### src/design/wrms_pkg.sv
`timescale 1ns / 1ps
// Shared types and constants for the weighted running mean / mean-of-squares block.
// Used by wrms_ctrl, wrms_dp and weighted_running_mean_and_square.
package wrms_pkg;

    localparam int COORD_W   = 32;              // signed Q16.16 coordinate
    localparam int WEIGHT_W  = 16;              // point weight
    localparam int SQ_W      = 64;              // unsigned Q32.32 mean of squares
    localparam int TOTW_W    = 32;              // saturating total weight
    localparam int SUMW_W    = TOTW_W + 1;      // unsaturated divisor W + w
    localparam int PROD_W    = 2 * COORD_W;     // one pass of the shared multiplier
    localparam int P2_W      = COORD_W + WEIGHT_W;
    // square numerator is below 2^97; rounded up to an even count for radix-4 steps
    localparam int NUM_W     = 98;
    localparam int DIV_STEPS = NUM_W / 2;
    localparam int CNT_W     = $clog2(DIV_STEPS);
    localparam int MUL_STEPS = 7;

    // operand pair on the shared multiplier; the same code, registered with the
    // product, says where the registered product goes
    typedef enum logic [3:0] {
        MS_NONE,
        MS_CSQ,     // |c| * |c|
        MS_P1,      // |old mean| * W
        MS_P2,      // |c| * w
        MS_SQLO,    // old square low half * W
        MS_SQHI,    // old square high half * W
        MS_CLO,     // |c|^2 low half * w
        MS_CHI,     // |c|^2 high half * w
        MS_NULL     // |new mean| * |new mean|
    } t_mul_sel;

    typedef struct packed {
        logic     load;
        logic     rd;
        t_mul_sel mul_sel;
        logic     form;
        logic     div_step;
        logic     fin;
        logic     commit;
    } t_dp_cmd;

    typedef struct packed {
        logic attach;
        logic sum_zero;
    } t_dp_status;

endpackage

### src/design/wrms_ctrl.sv
`timescale 1ns / 1ps
// Controller: sequences one word through read, multiply passes, division,
// store write-back and output handoff. Uses wrms_pkg command/status types.
module wrms_ctrl (
    input  logic                 i_clk,
    input  logic                 i_rst_n,
    input  logic                 i_valid,
    output logic                 o_stall,
    output logic                 o_valid,
    input  logic                 i_stall,
    input  wrms_pkg::t_dp_status i_status,
    output wrms_pkg::t_dp_cmd    o_ctl
);
    import wrms_pkg::*;

    typedef enum logic [3:0] {
        S_IDLE,
        S_READ,
        S_MUL,
        S_DRAIN,
        S_FORM,
        S_DIV,
        S_FIN,
        S_NMUL,
        S_OUT
    } t_state;

    t_state           r_state;
    logic [CNT_W-1:0] r_cnt;
    logic             r_valid;
    logic             accept;
    logic             out_free;
    t_mul_sel         seq_sel;

    assign accept   = i_valid && (r_state == S_IDLE);
    assign out_free = !r_valid || !i_stall;
    assign o_stall  = (r_state != S_IDLE);
    assign o_valid  = r_valid;

    always_comb begin
        unique case (r_cnt[2:0])
            3'd0:    seq_sel = MS_CSQ;
            3'd1:    seq_sel = MS_P1;
            3'd2:    seq_sel = MS_P2;
            3'd3:    seq_sel = MS_SQLO;
            3'd4:    seq_sel = MS_SQHI;
            3'd5:    seq_sel = MS_CLO;
            3'd6:    seq_sel = MS_CHI;
            default: seq_sel = MS_NONE;
        endcase
    end

    always_comb begin
        o_ctl         = '0;
        o_ctl.mul_sel = MS_NONE;
        unique case (r_state)
            S_IDLE:  o_ctl.load     = accept;
            S_READ:  o_ctl.rd       = 1'b1;
            S_MUL:   o_ctl.mul_sel  = seq_sel;
            S_FORM:  o_ctl.form     = 1'b1;
            S_DIV:   o_ctl.div_step = 1'b1;
            S_FIN:   o_ctl.fin      = 1'b1;
            S_NMUL:  o_ctl.mul_sel  = MS_NULL;
            S_OUT:   o_ctl.commit   = out_free;
            default: ;
        endcase
    end

    always_ff @(posedge i_clk) begin
        if (!i_rst_n) begin
            r_state <= S_IDLE;
            r_cnt   <= '0;
            r_valid <= 1'b0;
        end else begin
            if (o_ctl.commit) begin
                r_valid <= 1'b1;
            end else if (r_valid && !i_stall) begin
                r_valid <= 1'b0;
            end

            unique case (r_state)
                S_IDLE: begin
                    if (accept) begin
                        r_state <= S_READ;
                    end
                end
                S_READ: begin
                    r_cnt <= '0;
                    // attach with zero combined weight keeps the stored pair
                    if (i_status.attach && i_status.sum_zero) begin
                        r_state <= S_FIN;
                    end else begin
                        r_state <= S_MUL;
                    end
                end
                S_MUL: begin
                    if (!i_status.attach || r_cnt == CNT_W'(MUL_STEPS - 1)) begin
                        r_cnt   <= '0;
                        r_state <= S_DRAIN;
                    end else begin
                        r_cnt <= r_cnt + 1'b1;
                    end
                end
                S_DRAIN: r_state <= i_status.attach ? S_FORM : S_FIN;
                S_FORM: begin
                    r_cnt   <= '0;
                    r_state <= S_DIV;
                end
                S_DIV: begin
                    if (r_cnt == CNT_W'(DIV_STEPS - 1)) begin
                        r_state <= S_FIN;
                    end else begin
                        r_cnt <= r_cnt + 1'b1;
                    end
                end
                S_FIN:  r_state <= S_NMUL;
                S_NMUL: r_state <= S_OUT;
                S_OUT: begin
                    if (out_free) begin
                        r_state <= S_IDLE;
                    end
                end
                default: r_state <= S_IDLE;
            endcase
        end
    end

    a_commit_free: assert property (@(posedge i_clk) disable iff (!i_rst_n)
        o_ctl.commit |-> !(r_valid && i_stall))
        else $error("result committed over a stalled word");

    a_commit_valid: assert property (@(posedge i_clk) disable iff (!i_rst_n)
        o_ctl.commit |=> r_valid)
        else $error("committed result not presented");

    a_div_bound: assert property (@(posedge i_clk) disable iff (!i_rst_n)
        (r_state == S_DIV) |-> (r_cnt <= CNT_W'(DIV_STEPS - 1)))
        else $error("divider step count overrun");

    a_zero_skip: assert property (@(posedge i_clk) disable iff (!i_rst_n)
        (r_state == S_READ && i_status.attach && i_status.sum_zero) |=> (r_state == S_FIN))
        else $error("zero-weight attach entered arithmetic");

    a_load_read: assert property (@(posedge i_clk) disable iff (!i_rst_n)
        o_ctl.load |=> (r_state == S_READ && o_stall))
        else $error("accepted word not started");

endmodule

### config.mk
export PLATFORM = sky130hd
export DESIGN_NAME = wrms_ctrl
export DESIGN_NICKNAME = d
export VERILOG_FILES = /design/src/design/wrms_pkg.sv /design/src/design/wrms_ctrl.sv
export SDC_FILE = /design/constraint.sdc
export NUM_CORES = 1
export LEC_CHECK = 0
export BUFFER_PORTS_ARGS = -buffer_cell sky130_fd_sc_hd__buf_2
export CORE_MARGIN = 2
export CORE_UTILIZATION = 50
export CTS_CLUSTER_DIAMETER = 120
export DETAILED_ROUTE_END_ITERATION = 16
export GPL_TIMING_DRIVEN = 0
export PLACE_DENSITY = 0.75
export SYNTH_ARGS = -nofsm -noshare
export SYNTH_HDL_FRONTEND = slang
export SYNTH_SLANG_ARGS = --single-unit
export TNS_END_PERCENT = 50
### constraint.sdc
create_clock -name i_clk -period 1.9 [get_ports i_clk]
set_input_delay 0.285 -clock i_clk [delete_from_list [all_inputs] [get_ports i_clk]]
set_output_delay 0.285 -clock i_clk [all_outputs]
set_load 0.02 [all_outputs]
### Yosys cells after proc, flatten, opt, wreduce, memory -nomap -nowiden

Index checks and enable logic that the tools add are counted.

| cells by class | value |
|---|---|
| $add $sub $neg | 1 |
| multiply operators | 0 |
| div/mod/pow operators | 0 |
| $lt $le $gt $ge | 0 |
| equal/unequal tests | 21 |
| shifts and indexed selects | 0 |
| mux-type cells | 20 |
| bitwise operators | 0 |
| reduce and logical (&&, ||, !) cells | 16 |

Operator list:

| cell | number |
|---|---|
| $pmux 4 s9 | 1 |
| $pmux 3 s7 | 1 |
| $pmux 6 s3 | 1 |
| $eq 4x3->1 const B | 4 |
| $mux 4 | 4 |
| $mux 6 | 2 |
| $ne 2x2->1 const B | 5 |
| $eq 3x3->1 const B | 3 |
| $eq 4x2->1 const B | 2 |
| $mux 1 | 8 |
| $pmux 4 s2 | 1 |
| $add 6x1->6 const B | 1 |
| $eq 3x2->1 const B | 2 |
| $eq 6x3->1 const B | 1 |
| $eq 6x6->1 const B | 1 |
| $eq 4x1->1 const B | 1 |
| $eq 4x4->1 const B | 1 |
| $logic_not 4->1 | 1 |
| $reduce_and 4->1 | 1 |
| $reduce_bool 4->1 | 1 |
| $eq 3x1->1 const B | 1 |
| $logic_and 1x1->1 | 3 |
| $logic_not 1->1 | 3 |
| $logic_not 3->1 | 1 |
| other kinds (7) | 8 |

| storage, ports and cells | value |
|---|---|
| register bits after elaboration | 11 |
| bits in latches | 0 |
| RAM bits | 0 |
| ROM bits | 0 |
| bits of input ports | 6 |
| output and inout port bits | 12 |
| logic and storage cells | 61 |
| memories kept | 0 |

### Depth between registers and ports, before layout

| logic depth | value |
|---|---|
| word-level depth | 4 |
| gate-level depth with buffers | 6 |
| gate-level depth less buffers | 6 |

### Worst setup path before layout

No wires, ideal clock.

| timing path | value |
|---|---|
| path kind | register to register |
| from | register r_cnt[0] |
| to | register r_cnt[5] |
| library setup time | 86 ps |
| arrival | 1685 ps |
| data required time | 1814 ps |
| slack | 128 ps |
| stages on the path, launching flop included | 7 |
| buffers on the path | 0 |
| period minus slack after synthesis | 1772 ps |
| path through | dfxtp_1 inv_1 ha_1 nand2_1 o311ai_4 or4_1 a221oi_2 |

| on the way | value |
|---|---|
| cells in the longest elaborated chain, start to end | 4 |
| elaborated cells between the ends (all ways) | 9 |
| those cells by class | add/sub (1); eq/ne (3); mux (3); reduce/logical (2) |

Ends and longest elaborated chain:

| item | line | text |
|---|---|---|
| from (decl) | wrms_ctrl.sv:29 | `logic [CNT_W-1:0] r_cnt;` |
| from (signal assigned) | wrms_ctrl.sv:101 | `r_cnt <= r_cnt + 1'b1;` |
| from (signal assigned) | wrms_ctrl.sv:113 | `r_cnt <= r_cnt + 1'b1;` |
| branches (longest 4 deep; another with $add 6x1->6) | - |  |

Several ways; the timed one is not identified. The select of a mux whose other input is x is not followed.
A chain may end at the register's enable or synchronous reset.

==> flow_metrics.py <==
metrics = {
    "timing": {
        "slew_headroom_pct": 70.56,
        "fin_ws_ps": 32.07,
        "fin_crit_ps": 1868,
        "fin_crit_sh_pct": 98.31,
        "tightest_slew_ps": 439.6,
        "slew_viol_final": 0,
        "rsz0062_at_grt": "true",
        "hold_viol_final": 0,
        "finalClockSkew_ps": 1.882,
        "setup_violations": 0,
        "max_freq_mhz": 535.4,
    },
    "floorplan": {
        "start_util_pct": 53.28,
        "die_x_um": 43.83,
        "die_y_um": 43.83,
        "coreArea_um2": 1489,
        "boundaryPins": 18,
        "row_count": 14,
        "die-area_um2": 1921,
    },
    "yosys": {
        "yosys-top-cells-count": "16 x nor2_1, 11 x dfxtp_1, 10 x nand2_1, 7 x a21oi_1, 7 x inv_1",
        "syn_area_um2": 793.3,
        "synthCells": 101,
        "synth-edff-count": 0,
        "synth_cell_types": 33,
        "synth.area.top_cells": "dfxtp_1 28%, ha_1 7.9%, nor2_1 7.6%",
        "synthArstFlopShare_pct": 0,
        "yosysTopAreaCell": "dfxtp_1",
        "syn-num-nets": 112,
        "ys_warn_count": 0,
        "yosys.area.top_type_share_pct": 27.76,
        "synthFlopType": "dfxtp_1",
        "synth_seq_area_share_pct": 27.76,
        "ys_ff_latch": 11,
        "syn_avg_cell_area_um2": 7.854,
        "post-synth-top-count-cell": "nor2_1",
    },
    "cells_and_area": {
        "fin_area_um2": 1047,
        "fin_nets": 138,
        "syn_to_final_growth_pct": 32.02,
        "fin_cells": 142,
        "fin_util_pct": 70.34,
        "diodes": 0,
        "fillers": 118,
        "drive_gt1_share_pct": 38.89,
    },
    "setup_path": {
        "worstSetupEndpointType": "output pin",
        "r2r_start": "r_cnt[1]",
        "path_cells": "inv_4, ha_4, or3_4, a21oi_2, nor2_1, buf_4",
        "criticalPathCategory": "register to output pin",
        "cp_slowest_stage_delay_ps": 390,
        "crit_slowest_cell": "dfxtp_4",
        "crit_fanout": 3,
        "cp.buffers_inverters": 2,
        "startpoint": "r_cnt[1]",
        "startpoint_type": "register",
        "required_ps": 1620,
        "arrival_ps": 1580,
        "critPathTopFamily": "simple AND/OR/NAND/NOR gates",
    },
    "place": {
        "gp_congestion": 0.8006,
        "dpl_worst_slack_ps": -44.81,
        "dpl.hpwl_um": 1430,
        "portBuffers": 17,
        "dp.cells": 134,
        "dpl-instance-area_um2": 898.4,
    },
    "global_routing": {
        "overflow": 0,
        "antenna_found_initial": 0,
        "grt_start_max_net_pins": 16,
        "grt_use_total_pct": 21.59,
        "grt_pass1_wl_um": 3146,
        "grt_pass1_vias": 791,
    },
    "clock_tree": {
        "cts_hold_buf": 0,
        "cts_tree": "built",
        "cts_buffer_depth": 2,
        "clk_pin_slew_ps": 80,
        "htreeDepth": 1,
        "cts_buffers": 3,
        "clk_latency_ps": 270,
        "cts.sinks": 11,
        "cts_root_buf": "clkbuf_4",
    },
    "drt": {
        "routed_via_density": 6.014,
        "wl_per_cell_um": 14.58,
        "num_vias": 854,
        "drc_errors": 0,
        "drt_first_pass_iters": 4,
        "drt_iter0_drc": 27,
        "wirelength_um": 2070,
        "ant_nets": 0,
    },
    "flow_run": {
        "cap_violations": 0,
    },
    "power": {
        "leakage_nw": 0.4504,
        "p_per_area_nw_per_um2": 605.1,
        "ir_drop_mv": 0.4810,
    },
    "outcome": {
        "outcome": "finished clean",
    },
    "min_path": {
        "hold_start": "i_rst_n",
        "min_path_type": "primary input to register",
    },
}
## per-layer routing
| layer | vias to the layer above | routed length, um | global-route usage (%) | part of all wire [%] |
|---|---|---|---|---|
| met4 | 0 | 47 | 12.73 | 2.3 |
| li1 | 415 | - | - | - |
| met2 | 29 | 1036 | 35.59 | 50 |
| met3 | 6 | 106 | 2.500 | 5.1 |
| met1 | 404 | 879 | 26.79 | 42 |
| met5 | - | 0 | 0 | 0 |
## flip-flops by register name, indices dropped and copies added (netlist names)
register / flops
o_valid: 1
r_state: 4
r_cnt: 6
## power by group
part           total [mW]  internal, mW  switching, mW
Clock               0.168        0.0813         0.0863
Sequential          0.258         0.239         0.0189
Combinational       0.208        0.0861          0.122
## metrics by stage
step	TNS, ps	power [mW]	hold WS, ps
floorplan	0	0.3887	402.5
global placement	0	0.4339	481.7
detailed placement	-44.81	0.4377	486.7
CTS	-62.93	0.6045	281.6
global route	-41.44	0.6665	287.9
finish	0	0.6337	279.5
## cells by family after synthesis
family	share of synthesized area, %
flops	27.76
fa+ha+maj	7.886
simple gates	30.60
buf+inv	5.679
compound gates	28.08
## cell type report
| cell class | count | area [um^2] | share of cell area, % |
|---|---|---|---|
| Inverter | 7 | 31.28 | 2.987 |
| Clock buffer | 4 | 26.28 | 2.509 |
| Sequential cell | 11 | 230.2 | 21.98 |
| Multi-Input combinational cell | 80 | 595.6 | 56.87 |
| Timing Repair Buffer | 22 | 127.6 | 12.19 |
| Tap cell | 16 | 20.02 | 1.912 |
| Buffer | 2 | 16.27 | 1.553 |
## what timing repair did
action / 4_1_cts / 5_1_grt
gates resized for setup: 5 / 23
pin swaps: 1 / 4
setup buffers: 2 / 3
endpoints found under the hold margin: 0 / 0
endpoints found under the setup margin: 4 / 7
## cell usage in the layout, fill, tap and decap left out, types with 2 or more instances in the layout
master    netlist  layout
a21oi_1         7       6
o32ai_1         3       3
buf_2           0      16
nor2_1         16      15
o21ai_1         2       2
or3_4           0       2
nand2b_1        3       2
or3_1           6       4
dfxtp_4         0       2
nand4_1         2       2
clkbuf_4        0       3
ha_4            0       2
nand2_1        10      10
o21ai_0         3       3
ha_1            5       2
inv_4           0       2
buf_4           0       7
a221oi_1        2       2
dfxtp_2         0       2
dfxtp_1        11       7
a221oi_2        2       2
inv_1           7       5
## path summary, 6_finish.rpt
path                 to  slack, ps  cells after the start
max            o_ctl[6]         30                      6
min          r_state[3]        280                      2
max reg2reg    r_cnt[5]        130                      6
min reg2reg     o_valid        500                      2
(Power assumes the default switching activity.)
